<file path="config.mk">
export PLATFORM = sky130hd
export DESIGN_NAME = multi_slot_countdown_timer_flat
export DESIGN_NICKNAME = d
export VERILOG_FILES = /design/src/hdl/msct_pkg.sv /design/src/hdl/msct_if.sv /design/src/hdl/msct_ram.sv /design/src/hdl/msct_ctrl.sv /design/src/hdl/msct_dp.sv /design/src/hdl/multi_slot_countdown_timer.sv /design/src/flat_wrapper.sv
export VERILOG_INCLUDE_DIRS = /design/src /design/src/hdl
export SDC_FILE = /design/constraint.sdc
export NUM_CORES = 2
export LEC_CHECK = 0
export ABC_AREA = 1
export BUFFER_PORTS_ARGS = -buffer_cell sky130_fd_sc_hd__buf_4
export CORE_ASPECT_RATIO = 1.2
export CORE_MARGIN = 4
export CORE_UTILIZATION = 35
export CTS_BUF_LIST = sky130_fd_sc_hd__clkbuf_4 sky130_fd_sc_hd__clkbuf_8
export CTS_CLUSTER_SIZE = 30
export DETAILED_ROUTE_END_ITERATION = 8
export SYNTH_ARGS = -nofsm -noshare
export SYNTH_HDL_FRONTEND = slang
export SYNTH_HIERARCHICAL = 1
export SYNTH_SLANG_ARGS = --single-unit
</file>
<file path="constraint.sdc">
create_clock -name clk -period 20.1 [get_ports clk]
set_clock_uncertainty 0.1 [all_clocks]
set_input_delay 2.01 -clock clk [delete_from_list [all_inputs] [get_ports clk]]
set_output_delay 2.01 -clock clk [all_outputs]
set_load 0.01 [all_outputs]
</file>
<file path="src/hdl/multi_slot_countdown_timer_macros.svh">
// Assertion helpers used by the timer bank top level.
// Both expect clk and rst_n in scope.
`ifndef MULTI_SLOT_COUNTDOWN_TIMER_MACROS_SVH
`define MULTI_SLOT_COUNTDOWN_TIMER_MACROS_SVH

// same-cycle implication
`define MSCT_ASSERT_NOW(lbl, a, b) \
    lbl: assert property (@(posedge clk) disable iff (!rst_n) (a) |-> (b)) \
        else $error("timer bank check failed");

// next-cycle implication
`define MSCT_ASSERT_NEXT(lbl, a, b) \
    lbl: assert property (@(posedge clk) disable iff (!rst_n) (a) |=> (b)) \
        else $error("timer bank check failed");

`endif

</file>
<file path="src/hdl/msct_pkg.sv">
`timescale 1ns / 1ps
`default_nettype none

package msct_pkg;

    localparam int NUM_SLOTS_DEF   = 16;
    localparam int MS_PER_TICK_DEF = 10;
    localparam int MAX_REPORTS     = 16;

    localparam int MODE_W    = 3;
    localparam int SLOT_W    = 4;
    localparam int PERIOD_W  = 32;
    localparam int STATUS_W  = 2;
    localparam int COUNT_W   = 29;
    localparam int REP_W     = $clog2(MAX_REPORTS + 1);
    localparam int DIV_STEPS = 2;   // reciprocal multiply, then remainder
    localparam int DIV_CNT_W = (DIV_STEPS > 1) ? $clog2(DIV_STEPS) : 1;

    localparam logic [COUNT_W-1:0] COUNT_MAX = '1;

    localparam logic [MODE_W-1:0] MODE_TICK   = 3'd0;
    localparam logic [MODE_W-1:0] MODE_SET    = 3'd1;
    localparam logic [MODE_W-1:0] MODE_START  = 3'd2;
    localparam logic [MODE_W-1:0] MODE_STOP   = 3'd3;
    localparam logic [MODE_W-1:0] MODE_RELOAD = 3'd4;

    localparam logic [STATUS_W-1:0] ST_DONE     = 2'd0;
    localparam logic [STATUS_W-1:0] ST_EXPIRED  = 2'd1;
    localparam logic [STATUS_W-1:0] ST_REJECTED = 2'd2;

    // controller -> datapath
    typedef struct packed {
        logic load;      // capture request
        logic div_step;  // one step of ms -> ticks division
        logic cmd_read;  // read slot entry for a command
        logic exec;      // apply command, write its result
        logic scan_en;   // tick scan runs
        logic flush;     // emit held expiry as last
    } ctrl_cmd_t;

    // datapath -> controller
    typedef struct packed {
        logic in_tick;
        logic in_set;
        logic in_cmd;
        logic div_last;
        logic out_free;
        logic scan_done;
        logic pend_valid;
    } ctrl_sts_t;

endpackage

`default_nettype wire

</file>
<file path="src/hdl/msct_if.sv">
`timescale 1ns / 1ps
`default_nettype none

interface msct_req_if import msct_pkg::*; ();
    logic                valid;
    logic                ready;
    logic [MODE_W-1:0]   mode;
    logic [SLOT_W-1:0]   slot;
    logic [PERIOD_W-1:0] period_ms;

    modport source (output valid, output mode, output slot, output period_ms, input ready);
    modport sink   (input valid, input mode, input slot, input period_ms, output ready);
endinterface

interface msct_res_if import msct_pkg::*; ();
    logic                valid;
    logic                ready;
    logic [STATUS_W-1:0] status;
    logic [SLOT_W-1:0]   slot_out;
    logic                last;

    modport source (output valid, output status, output slot_out, output last, input ready);
    modport sink   (input valid, input status, input slot_out, input last, output ready);
endinterface

`default_nettype wire

</file>
<file path="src/hdl/msct_ram.sv">
`timescale 1ns / 1ps
`default_nettype none

module msct_ram #(
    parameter int WIDTH = 8,
    parameter int DEPTH = 16,
    parameter int AW    = (DEPTH > 1) ? $clog2(DEPTH) : 1
) (
    input  logic             clk,
    input  logic             we,
    input  logic [AW-1:0]    waddr,
    input  logic [WIDTH-1:0] wdata,
    input  logic             re,
    input  logic [AW-1:0]    raddr,
    output logic [WIDTH-1:0] rdata
);

    logic [WIDTH-1:0] mem_reg [DEPTH];

    always_ff @(posedge clk)
    begin
        if (we)
        begin
            mem_reg[waddr] <= wdata;
        end
        if (re)
        begin
            rdata <= mem_reg[raddr];
        end
    end

endmodule

`default_nettype wire

</file>
<file path="src/hdl/msct_ctrl.sv">
`timescale 1ns / 1ps
`default_nettype none

module msct_ctrl import msct_pkg::*; (
    input  logic       clk,
    input  logic       rst_n,
    input  logic       in_valid,
    output logic       in_ready,
    input  ctrl_sts_t  sts,
    output ctrl_cmd_t  cmd
);

    typedef enum logic [5:0] {
        S_IDLE  = 6'b000001,
        S_DIV   = 6'b000010,
        S_RD    = 6'b000100,
        S_CMD   = 6'b001000,
        S_SCAN  = 6'b010000,
        S_FLUSH = 6'b100000
    } state_t;

    state_t state_reg, state_next;

    always_ff @(posedge clk or negedge rst_n)
    begin
        if (!rst_n)
        begin
            state_reg <= S_IDLE;
        end
        else
        begin
            state_reg <= state_next;
        end
    end

    always_comb
    begin
        state_next = state_reg;
        cmd        = '0;
        in_ready   = 1'b0;
        unique case (state_reg)
            S_IDLE:
            begin
                in_ready = 1'b1;
                if (in_valid)
                begin
                    cmd.load = 1'b1;
                    if (sts.in_tick)
                        state_next = S_SCAN;
                    else if (sts.in_set)
                        state_next = S_DIV;
                    else if (sts.in_cmd)
                        state_next = S_RD;
                    else
                        state_next = S_CMD;   // rejected request
                end
            end
            S_DIV:
            begin
                cmd.div_step = 1'b1;
                if (sts.div_last)
                    state_next = S_CMD;
            end
            S_RD:
            begin
                cmd.cmd_read = 1'b1;
                state_next   = S_CMD;
            end
            S_CMD:
            begin
                if (sts.out_free)
                begin
                    cmd.exec   = 1'b1;
                    state_next = S_IDLE;
                end
            end
            S_SCAN:
            begin
                cmd.scan_en = 1'b1;
                if (sts.scan_done)
                    state_next = sts.pend_valid ? S_FLUSH : S_IDLE;
            end
            S_FLUSH:
            begin
                if (sts.out_free)
                begin
                    cmd.flush  = 1'b1;
                    state_next = S_IDLE;
                end
            end
            default:
            begin
                state_next = S_IDLE;
            end
        endcase
    end

endmodule

`default_nettype wire

</file>
<file path="src/hdl/msct_dp.sv">
`timescale 1ns / 1ps
`default_nettype none

module msct_dp import msct_pkg::*; #(
    parameter int NUM_SLOTS   = NUM_SLOTS_DEF,
    parameter int MS_PER_TICK = MS_PER_TICK_DEF
) (
    input  logic                clk,
    input  logic                rst_n,
    input  ctrl_cmd_t           cmd,
    output ctrl_sts_t           sts,
    input  logic [MODE_W-1:0]   in_mode,
    input  logic [SLOT_W-1:0]   in_slot,
    input  logic [PERIOD_W-1:0] in_period_ms,
    input  logic                out_ready,
    output logic                out_valid,
    output logic [STATUS_W-1:0] out_status,
    output logic [SLOT_W-1:0]   out_slot,
    output logic                out_last
);

    localparam int IW = (NUM_SLOTS > 1) ? $clog2(NUM_SLOTS) : 1;
    localparam int CW = $clog2(NUM_SLOTS + 1);
    localparam int DW = $clog2(MS_PER_TICK + 1);
    localparam int EW = 2 * COUNT_W;
    localparam int PROD_W = 2 * PERIOD_W;
    localparam logic [DW-1:0] DIVISOR = DW'(MS_PER_TICK);
    localparam logic [PERIOD_W-1:0] RECIP =
        PERIOD_W'(PROD_W'({PERIOD_W{1'b1}}) / PROD_W'(MS_PER_TICK));

    // request decode
    logic in_slot_ok;
    assign in_slot_ok = (32'(in_slot) < NUM_SLOTS);

    logic [MODE_W-1:0] mode_reg;
    logic [SLOT_W-1:0] slot_reg;
    logic              bad_reg;
    logic [IW-1:0]     slot_idx;

    always_ff @(posedge clk)
    begin
        if (cmd.load)
        begin
            mode_reg <= in_mode;
            slot_reg <= in_slot;
            bad_reg  <= !(sts.in_tick || sts.in_set || sts.in_cmd);
        end
    end

    assign slot_idx = IW'(slot_reg);

    // ms -> ticks by reciprocal multiplication; the estimate is low by at most
    // one and the remainder step corrects it
    logic [PERIOD_W-1:0]  num_reg;
    logic [PERIOD_W-1:0]  est_reg;
    logic [DW:0]          rem_reg;
    logic [DIV_CNT_W-1:0] div_cnt_reg;
    logic [PROD_W-1:0]    prod;
    logic [PERIOD_W-1:0]  diff;
    logic [PERIOD_W-1:0]  quo;
    logic [COUNT_W-1:0]   ticks;

    assign prod  = PROD_W'(num_reg) * PROD_W'(RECIP);
    assign diff  = num_reg - est_reg * PERIOD_W'(DIVISOR);
    assign quo   = est_reg + PERIOD_W'(rem_reg >= {1'b0, DIVISOR});
    assign ticks = (quo > PERIOD_W'(COUNT_MAX)) ? COUNT_MAX : quo[COUNT_W-1:0];

    always_ff @(posedge clk)
    begin
        if (cmd.load)
        begin
            num_reg     <= in_period_ms;
            div_cnt_reg <= '0;
        end
        else if (cmd.div_step)
        begin
            if (div_cnt_reg == '0)
                est_reg <= prod[PROD_W-1:PERIOD_W];
            else
                rem_reg <= diff[DW:0];
            div_cnt_reg <= div_cnt_reg + DIV_CNT_W'(1);
        end
    end

    // slot store: {reload, remaining}, masked to zero until first written
    logic                 ram_we;
    logic [IW-1:0]        ram_waddr;
    logic [EW-1:0]        ram_wdata;
    logic                 ram_re;
    logic [IW-1:0]        ram_raddr;
    logic [EW-1:0]        ram_rdata;
    logic [NUM_SLOTS-1:0] valid_reg;
    logic [NUM_SLOTS-1:0] running_reg;
    logic                 rd_vld_reg;
    logic [EW-1:0]        entry;
    logic [COUNT_W-1:0]   ent_reload;
    logic [COUNT_W-1:0]   ent_remain;

    msct_ram #(
        .WIDTH (EW),
        .DEPTH (NUM_SLOTS),
        .AW    (IW)
    ) u_ram (
        .clk   (clk),
        .we    (ram_we),
        .waddr (ram_waddr),
        .wdata (ram_wdata),
        .re    (ram_re),
        .raddr (ram_raddr),
        .rdata (ram_rdata)
    );

    assign entry      = rd_vld_reg ? ram_rdata : '0;
    assign ent_reload = entry[EW-1:COUNT_W];
    assign ent_remain = entry[COUNT_W-1:0];

    // tick scan: one slot issued per cycle unless held for result room, evaluated when its read returns
    logic [CW-1:0]      cnt_reg;
    logic               s1_valid_reg;
    logic               s1_run_reg;
    logic [IW-1:0]      s1_idx_reg;
    logic [REP_W-1:0]   rep_cnt_reg;
    logic               pend_valid_reg;
    logic [SLOT_W-1:0]  pend_slot_reg;
    logic               scan_more;
    logic [COUNT_W-1:0] dec;
    logic               s1_hit;
    logic               s1_report;
    logic               out_free;
    logic               advance;
    logic               scan_go;
    logic               scan_wr;
    logic               push_pend;

    assign scan_more = (cnt_reg < CW'(NUM_SLOTS));
    assign dec       = ent_remain - COUNT_W'(1);
    assign s1_hit    = s1_valid_reg && s1_run_reg && (dec == '0);
    assign s1_report = s1_hit && (rep_cnt_reg < REP_W'(MAX_REPORTS));
    assign out_free  = !out_valid || out_ready;
    // a new expiry pushes the held one out; hold the scan if there is no room
    assign advance   = !(s1_report && pend_valid_reg && !out_free);
    assign scan_go   = cmd.scan_en && advance;
    assign scan_wr   = scan_go && s1_valid_reg && s1_run_reg;
    assign push_pend = scan_go && s1_report && pend_valid_reg;

    // command execution
    logic                exec_ok;
    logic                exec_set;
    logic                exec_start;
    logic                exec_stop;
    logic                exec_reload;
    logic [STATUS_W-1:0] exec_status;

    assign exec_ok     = cmd.exec && !bad_reg;
    assign exec_set    = exec_ok && (mode_reg == MODE_SET) && (quo != '0);
    assign exec_start  = exec_ok && (mode_reg == MODE_START);
    assign exec_stop   = exec_ok && (mode_reg == MODE_STOP);
    assign exec_reload = exec_ok && (mode_reg == MODE_RELOAD);
    assign exec_status = (bad_reg || ((mode_reg == MODE_SET) && (quo == '0))) ?
                         ST_REJECTED : ST_DONE;

    always_comb
    begin
        ram_re    = cmd.cmd_read || (scan_go && scan_more);
        ram_raddr = cmd.cmd_read ? slot_idx : cnt_reg[IW-1:0];
        ram_we    = exec_set || exec_reload || scan_wr;
        ram_waddr = scan_wr ? s1_idx_reg : slot_idx;
        if (exec_set)
            ram_wdata = {ticks, ticks};
        else if (exec_reload || s1_hit)
            ram_wdata = {ent_reload, ent_reload};
        else
            ram_wdata = {ent_reload, dec};
    end

    always_ff @(posedge clk or negedge rst_n)
    begin
        if (!rst_n)
        begin
            valid_reg   <= '0;
            running_reg <= '0;
            rd_vld_reg  <= 1'b0;
        end
        else
        begin
            if (ram_re)
                rd_vld_reg <= valid_reg[ram_raddr];
            if (ram_we)
                valid_reg[ram_waddr] <= 1'b1;
            if (exec_set || exec_stop)
                running_reg[slot_idx] <= 1'b0;
            else if (exec_start)
                running_reg[slot_idx] <= 1'b1;
            if (scan_wr && s1_hit)
                running_reg[s1_idx_reg] <= 1'b0;
        end
    end

    always_ff @(posedge clk or negedge rst_n)
    begin
        if (!rst_n)
        begin
            cnt_reg        <= '0;
            s1_valid_reg   <= 1'b0;
            s1_run_reg     <= 1'b0;
            s1_idx_reg     <= '0;
            rep_cnt_reg    <= '0;
            pend_valid_reg <= 1'b0;
            pend_slot_reg  <= '0;
        end
        else if (cmd.load)
        begin
            cnt_reg        <= '0;
            s1_valid_reg   <= 1'b0;
            rep_cnt_reg    <= '0;
            pend_valid_reg <= 1'b0;
        end
        else if (scan_go)
        begin
            if (scan_more)
            begin
                cnt_reg      <= cnt_reg + CW'(1);
                s1_valid_reg <= 1'b1;
                s1_idx_reg   <= cnt_reg[IW-1:0];
                s1_run_reg   <= running_reg[cnt_reg[IW-1:0]];
            end
            else
            begin
                s1_valid_reg <= 1'b0;
            end
            if (s1_report)
            begin
                rep_cnt_reg    <= rep_cnt_reg + REP_W'(1);
                pend_valid_reg <= 1'b1;
                pend_slot_reg  <= SLOT_W'(s1_idx_reg);
            end
        end
        else if (cmd.flush)
        begin
            pend_valid_reg <= 1'b0;
        end
    end

    always_comb
    begin
        sts.in_tick    = (in_mode == MODE_TICK);
        sts.in_set     = (in_mode == MODE_SET) && in_slot_ok;
        sts.in_cmd     = ((in_mode == MODE_START) || (in_mode == MODE_STOP) ||
                          (in_mode == MODE_RELOAD)) && in_slot_ok;
        sts.div_last   = (div_cnt_reg == DIV_CNT_W'(DIV_STEPS - 1));
        sts.out_free   = out_free;
        sts.scan_done  = !scan_more && !s1_valid_reg;
        sts.pend_valid = pend_valid_reg;
    end

    // result register
    always_ff @(posedge clk or negedge rst_n)
    begin
        if (!rst_n)
        begin
            out_valid <= 1'b0;
        end
        else if (cmd.exec || push_pend || cmd.flush)
        begin
            out_valid <= 1'b1;
        end
        else if (out_ready)
        begin
            out_valid <= 1'b0;
        end
    end

    always_ff @(posedge clk)
    begin
        if (cmd.exec)
        begin
            out_status <= exec_status;
            out_slot   <= slot_reg;
            out_last   <= 1'b1;
        end
        else if (push_pend || cmd.flush)
        begin
            out_status <= ST_EXPIRED;
            out_slot   <= pend_slot_reg;
            out_last   <= cmd.flush;
        end
    end

endmodule

`default_nettype wire

</file>
<file path="src/hdl/multi_slot_countdown_timer.sv">
// Request accept to result register: start/stop/reload read the slot store, then execute;
// a reject executes directly; set first runs the ms-to-ticks divide (reciprocal multiply,
// then remainder correction). Tick: one slot store read per cycle unless the scan waits
// for result room; the last expiry goes out after the scan. One request in flight: a new
// one is accepted only in idle, and execution and flush wait on result back-pressure.
// Reset clears running and written flags at once; unwritten slots read as zero counts.
`timescale 1ns / 1ps
`default_nettype none

`include "multi_slot_countdown_timer_macros.svh"

module multi_slot_countdown_timer import msct_pkg::*; #(
    parameter int NUM_SLOTS   = NUM_SLOTS_DEF,
    parameter int MS_PER_TICK = MS_PER_TICK_DEF
) (
    input  logic      clk,
    input  logic      rst_n,
    msct_req_if.sink  req,
    msct_res_if.source res
);

    ctrl_cmd_t cmd;
    ctrl_sts_t sts;

    msct_ctrl u_ctrl (
        .clk      (clk),
        .rst_n    (rst_n),
        .in_valid (req.valid),
        .in_ready (req.ready),
        .sts      (sts),
        .cmd      (cmd)
    );

    msct_dp #(
        .NUM_SLOTS   (NUM_SLOTS),
        .MS_PER_TICK (MS_PER_TICK)
    ) u_dp (
        .clk          (clk),
        .rst_n        (rst_n),
        .cmd          (cmd),
        .sts          (sts),
        .in_mode      (req.mode),
        .in_slot      (req.slot),
        .in_period_ms (req.period_ms),
        .out_ready    (res.ready),
        .out_valid    (res.valid),
        .out_status   (res.status),
        .out_slot     (res.slot_out),
        .out_last     (res.last)
    );

    `MSCT_ASSERT_NEXT(a_one_request, req.valid && req.ready, !req.ready)
    `MSCT_ASSERT_NOW(a_result_room, cmd.exec || cmd.flush, sts.out_free)
    `MSCT_ASSERT_NOW(a_flush_held, cmd.flush, sts.pend_valid && !cmd.scan_en)
    `MSCT_ASSERT_NOW(a_not_last_expiry, res.valid && !res.last, res.status == ST_EXPIRED)

endmodule

`default_nettype wire

</file>
<file path="src/flat_wrapper.sv">
// flat-port wrapper written by rule: the top's interface ports become plain ports
module multi_slot_countdown_timer_flat import msct_pkg::*;
#(
    parameter int NUM_SLOTS   = NUM_SLOTS_DEF,
    parameter int MS_PER_TICK = MS_PER_TICK_DEF
)
  (clk, rst_n, req_valid, req_mode, req_slot, req_period_ms, req_ready, res_valid, res_status, res_slot_out, res_last, res_ready);
  msct_req_if req_i ();
  msct_res_if res_i ();
  input  logic clk;
  input  logic rst_n;
  input wire logic [$bits(req_i.valid)-1:0] req_valid;
  input wire logic [$bits(req_i.mode)-1:0] req_mode;
  input wire logic [$bits(req_i.slot)-1:0] req_slot;
  input wire logic [$bits(req_i.period_ms)-1:0] req_period_ms;
  output wire logic [$bits(req_i.ready)-1:0] req_ready;
  output wire logic [$bits(res_i.valid)-1:0] res_valid;
  output wire logic [$bits(res_i.status)-1:0] res_status;
  output wire logic [$bits(res_i.slot_out)-1:0] res_slot_out;
  output wire logic [$bits(res_i.last)-1:0] res_last;
  input wire logic [$bits(res_i.ready)-1:0] res_ready;
  assign req_i.valid = req_valid;
  assign req_i.mode = req_mode;
  assign req_i.slot = req_slot;
  assign req_i.period_ms = req_period_ms;
  assign req_ready = req_i.ready;
  assign res_valid = res_i.valid;
  assign res_status = res_i.status;
  assign res_slot_out = res_i.slot_out;
  assign res_last = res_i.last;
  assign res_i.ready = res_ready;
  multi_slot_countdown_timer #(.NUM_SLOTS(NUM_SLOTS), .MS_PER_TICK(MS_PER_TICK)) u_core (.clk(clk), .rst_n(rst_n), .req(req_i), .res(res_i));
endmodule
</file>
After elaboration in Yosys (flattened, before gate mapping)
Memory sizes are Yosys's and may differ from the RTL's. A register that Yosys moved wholly into a read port is not among the register bits.
Index checks and enable logic that the tools add are counted.
- output and inout bits: 9
- memory bits (writable): 928
- logic and storage cells: 192
- input bits: 43
- bits in registers: 143
- memories: 1
- memories (name ; depth ; width ; read ports ; clocked after memory_dff ; wr ports ; RTL line ; source):
    u_core.u_dp.u_ram.mem_reg ; 16 ; 58 ; 1 ; 1 ; 1 ; msct_ram.sv:18 ; logic [WIDTH-1:0] mem_reg [DEPTH];
- $lt $le $gt $ge: 12
- muxes and demuxes: 59
- bitwise gates (word level): 8
- equal/unequal tests: 19
- multiply operators: 2
- reductions and logical operators: 63
- add/subtract/negate cells: 6
- operators by type and width (cell ; number):
    58-bit two-way mux ; 2
    32-bit by 29-bit multiplier with 61-bit output (second input constant) ; 1
    29-bit two-way mux ; 2
    16-bit two-way mux ; 3
    6-bit two-way mux ; 7
    16-bit bitwise AND ; 2
    32-bit logical NOT ; 1
    16-bit NOT ; 2
    16-bit bitwise OR ; 2
    32-bit nonzero test ; 1
    29-bit by 1-bit adder with 30-bit output ; 1
    30-bit by 29-bit > comparator with 1-bit output (second input constant) ; 1
    5-bit two-way mux ; 6
    6-bit case mux with 5 select lines ; 1
    29-bit logical NOT ; 1
    29-bit by 3-bit multiplier with 4-bit output (second input constant) ; 1
    29-bit by 1-bit subtractor with 29-bit output (second input constant) ; 1
    4-bit by 5-bit less-than comparator with 1-bit output (second input constant) ; 5
    1-bit two-way mux ; 25
    1-bit logical AND ; 23
    4-bit two-way mux ; 5
    1-bit logical OR ; 14
    1-bit demux with 4-bit select ; 3
    3-bit by 2-bit equality test with 1-bit output (second input constant) ; 4
    28 further kinds ; 55

Longest topological paths before layout
- depth after elaboration: 17
- mapped depth: 32
- gate-level depth less buffers: 31

Modules after synthesis
The synthesis kept the hierarchy.
- modules (own cells, without submodules) (module ; area each (sq um) ; seq. area each (sq um) ; cells an instance ; instances):
    msct_ram ; 41594.9 ; 29608.4 ; 3819 ; 1
    msct_dp ; 24878.9 ; 3788.6 ; 2972 ; 1
    msct_ctrl ; 478.0 ; 151.4 ; 67 ; 1

Least setup slack after synthesis
Ideal clock, no wire load.
- path kind: reg-to-reg
- start: register u_core.u_dp.num_reg[1]
- end: register u_core.u_dp.est_reg[23] (data pin)
- period minus slack after synthesis: 6.542 ns
- cell stages (with the launch flop): 24
- arrival time: 6.184 ns
- setup time: 0.258 ns
- path slack: 13.558 ns
- path through: edfxtp_1 -> ha_1 -> xor2_1 -> ha_1 -> or2_2 -> fa_1 -> fa_1 -> fa_1 -> fa_1 -> fa_1 -> inv_1 -> fa_1 -> inv_1 -> ha_1 -> a21oi_1 -> inv_1 -> a31oi_1 -> o21ai_0 -> a21oi_1 -> nand3_1 -> a21oi_1 -> o21ai_0 -> a21oi_1 -> xnor2_1
- word-level cells in the longest chain between the ends: 1
- RTL lines (what ; RTL line ; source):
    start: declaration ; msct_dp.sv:54 ; logic [PERIOD_W-1:0] num_reg;
    start signal: assignment ; msct_dp.sv:72 ; num_reg <= in_period_ms;
    32-bit by 29-bit multiplier with 61-bit output ; msct_dp.sv:63 ; assign prod = PROD_W'(num_reg) * PROD_W'(RECIP);
    named net u_core.u_dp.prod[55] ; msct_dp.sv:58 ; logic [PROD_W-1:0] prod;
    end signal: assignment ; msct_dp.sv:78 ; est_reg <= prod[PROD_W-1:PERIOD_W];
    end: declaration ; msct_dp.sv:55 ; logic [PERIOD_W-1:0] est_reg;
The timed path passes the listed nets, and every way through them passes these cells.
A chain may end at the register's enable or synchronous reset.

Final worst setup path
- start: register u_core.u_dp.num_reg[8]
- end: register u_core.u_dp.est_reg[23] (data pin)
The elaborated chain is that of the path after synthesis.

==> summary.md <==
| Metric | Value |
|---|---|
| Final net count | 7,684 |
| Max-cap violations | 0 |
| Initial antenna violation count | 3 |
| Setup WS post-layout | 12.64 ns |
| Util after Layout | 0.3881 |
| Syn Inst Count | 6,858 |
| H-tree Lvls | 4 |
| Synth Cell Area | 0.06695 mm2 |
| Max Transition Viols Final | 0 |
| Root Buffer | clkbuf_8 |
| Post-synth EDFFs | around 1,100 |
| Port bufs | 51 |
| WL per Instance | roughly 21 um |
| Initial Util | 0.3527 |
| Slew HR | 0.1002 |
| Post-CTS Setup Inserts | 0 |
| Die height | 487.1 um |
| Status | finished clean |
| Setup violations, final | 0 |
| Yosys warnings | 6 |
| First-pass GRT wire length | approximately 300,000 um |
| Total GRT Usage | 0.1962 |
| Setup TNS | 0 ns |
| Min cycle time layout | between 7 and 8 ns |
| Synth Flop Type | edfxtp_1 |
| CP Class | register to register |
| #FFs+latches synth | about 1,100 |
| Worst Hold Class | register to register |
| Antenna-violating nets left | 0 |
| CTS tree | done |
| Top Ports | 52 |
| Commonest non-fill, non-tap cells in the layout | nand2_1, inv_1, edfxtp_1, nand3_1, ha_1 |
| Worst Path Required | between 20 and 25 ns |
| Endpoints failing hold | 0 |
| Vias in the first global route | 47,101 |
| CP Data Arrival Time | 8.02 ns |
| CTS Hold Bufs | 0 |
| Worst r2r path cells | 24 |
| Maximum number of pins on one net before global-route repair | 206 |
| Setup crit end | u_core/u_dp/est_reg[23]$_DFFE_PP_ |
| Dpl ws | roughly 13 ns |
| Critical Path Start | u_core/u_dp/num_reg[8]$_DFFE_PP_ |
| Dpl hpwl | 127,400 um |
| Drt initial violations | between 4,000 and 5,000 |
| Worst slew pin tran | 1.341 ns |
| Max reg flops | 928 |
| Most common cell after layout, fill and taps aside | nand2_1 |
| FF-to-FF setup slack | about 13 ns |
| Syn Area/Cell | a little under 10 um2 |
| DRC viols | 0 |
| Reg-to-reg startpoint | u_core/u_dp/num_reg[8]$_DFFE_PP_ |
| Sequential element share of the synthesized area | 0.5011 |
| Reg2reg end | u_core/u_dp/est_reg[23]$_DFFE_PP_ |
| GRT overflow | 0 |
| Fraction of layout cells with a size suffix above 1 | 0.07576 |
| Longest Clk Path Bufs | 3 |
| Final worst-path cycle share | 0.3711 |
| Die X | 407.3 um |
| Clock transition at path regs | about 0.06 ns |
| Critical Path Fanout Max | 9 |
| Placeable Area | roughly 0.19 mm2 |
| Die area | between 0.15 and 0.2 mm2 |
| Layout area overhead | 10.04% |
| Syn Nets | about 7,600 |
| Clk_lat worst skew | 0.94 ns |
| Yosys cell types | 57 |
| Final WL | 197,800 um |
| Via count | 47,214 |
| Post_cts resized | 0 |
| Asr flop ratio synth | 0.05408 |
| CTS buffer count | 186 |
| CTS Sinks | around 1,100 |
| Placer Congestion | 0.9475 |
| Vias/cell | 4.928 |
| Fillers | approximately 18,000 |
| Core Rows | around 180 |
| CP startpoint kind | register |
| F_max | 134.1 MHz |
| CP endpoint kind | register |
| Unrepaired setup endpoints after global routing | no |
| Pre-antenna DRT Iters | 6 |
[critical path: stages, from the launching register on]
cell	delay, ns
edfxtp_1	0.59
ha_1	0.66
xnor2_1	0.24
o21ai_0	0.34
inv_1	0.11
fa_1	0.45
fa_1	0.46
fa_1	0.49
inv_1	0.05
fa_1	0.50
fa_1	0.54
inv_1	0.05
fa_1	0.49
inv_1	0.04
ha_1	0.30
nand2_1	0.09
nor2_1	0.20
nand2_1	0.09
nor4_1	0.38
nand3_1	0.13
nand3_1	0.19
a21oi_1	0.14
o21ai_0	0.28
a21oi_1	0.13
xnor2_1	0.14
[layer usage]
layer  up-vias  track usage  share of wire
met4         2      0.07504          0.038
met1     23027       0.2508           0.41
met3       380      0.02608          0.061
met5         -            0       0.000066
li1      22153            -              -
met2      1652       0.3391           0.49
[per-stage QoR]
stage	instances	hold slack (ns)	area, um2
2_1_floorplan	6858	0.3213	66950
3_3_place_gp	9234	0.3393	69860
3_5_place_dp	9234	0.3446	69860
4_1_cts	9579	0.3571	73670
5_1_grt	9580	0.3850	73670
6_report	9580	0.3522	73670
[cells in the mapped netlist, types with 15 or more instances]
cell         n  area, um2
o21ai_0    137      685.7
buf_2      100      500.5
a31oi_1     23      143.9
nand4_1     34      212.7
a21oi_1    100      500.5
o31ai_1     16      120.1
buf_6       30      337.8
inv_1     1419       5326
dfrtp_1     60       1501
clkbuf_1    50      187.7
nand3_1    777       3889
o21ai_1     26      130.1
nand2_1   1686       6329
edfxtp_1  1065      31980
ha_1       368       4604
fa_1       329       6586
xor2_1      65      569.3
buf_4       43      322.8
a21o_1      19      142.6
nor3_1      27      135.1
o22ai_1     15      93.84
o21bai_1    23      172.7
xnor2_1     47      411.6
nor2_1     256      960.9
nand2_2     24      150.1
[logic make-up after synthesis]
group	share of synthesized area
AOI/OAI and AO/OA	0.03284
buffers and inverters	0.1013
xor gates and xnor gates	0.01489
DFF	0.5011
adders and majority gates	0.1671
and+or+nand+nor	0.1828
[worst min-delay path by stage]
stage | startpoint | end | slack [ns] | depth (start not counted)
after floorplan | u_core/u_dp/valid_reg[15]$_DFFE_PN0P_ | u_core/u_dp/valid_reg[15]$_DFFE_PN0P_ | 0.32 | 2
after global placement | u_core/u_dp/valid_reg[15]$_DFFE_PN0P_ | u_core/u_dp/valid_reg[15]$_DFFE_PN0P_ | 0.34 | 2
after CTS | u_core/u_dp/out_last$_SDFFE_PP1P_ | u_core/u_dp/out_last$_SDFFE_PP1P_ | 0.36 | 2
final | u_core/u_dp/out_last$_SDFFE_PP1P_ | u_core/u_dp/out_last$_SDFFE_PP1P_ | 0.35 | 2
after global routing | u_core/u_dp/out_last$_SDFFE_PP1P_ | u_core/u_dp/out_last$_SDFFE_PP1P_ | 0.38 | 2
after detailed placement | u_core/u_dp/out_last$_SDFFE_PP1P_ | u_core/u_dp/out_last$_SDFFE_PP1P_ | 0.34 | 2
[final cells by class]
cell class / instances / area [um2] / area share
inverters: 1433 / 5419 / 0.07356
flip-flops and latches: 1128 / 33550 / 0.4554
clock inverters: 107 / 795.8 / 0.01080
repair buffers: 130 / 1001 / 0.01359
diodes: 1 / 2.502 / 0.00003397
clock buffers: 238 / 3007 / 0.04081
multi-input cells: 4065 / 26800 / 0.3637
well taps: 2478 / 3100 / 0.04208
Power is not shown: default switching activity piles up to over one toggle a cycle in this logic, so the estimate is an artifact.
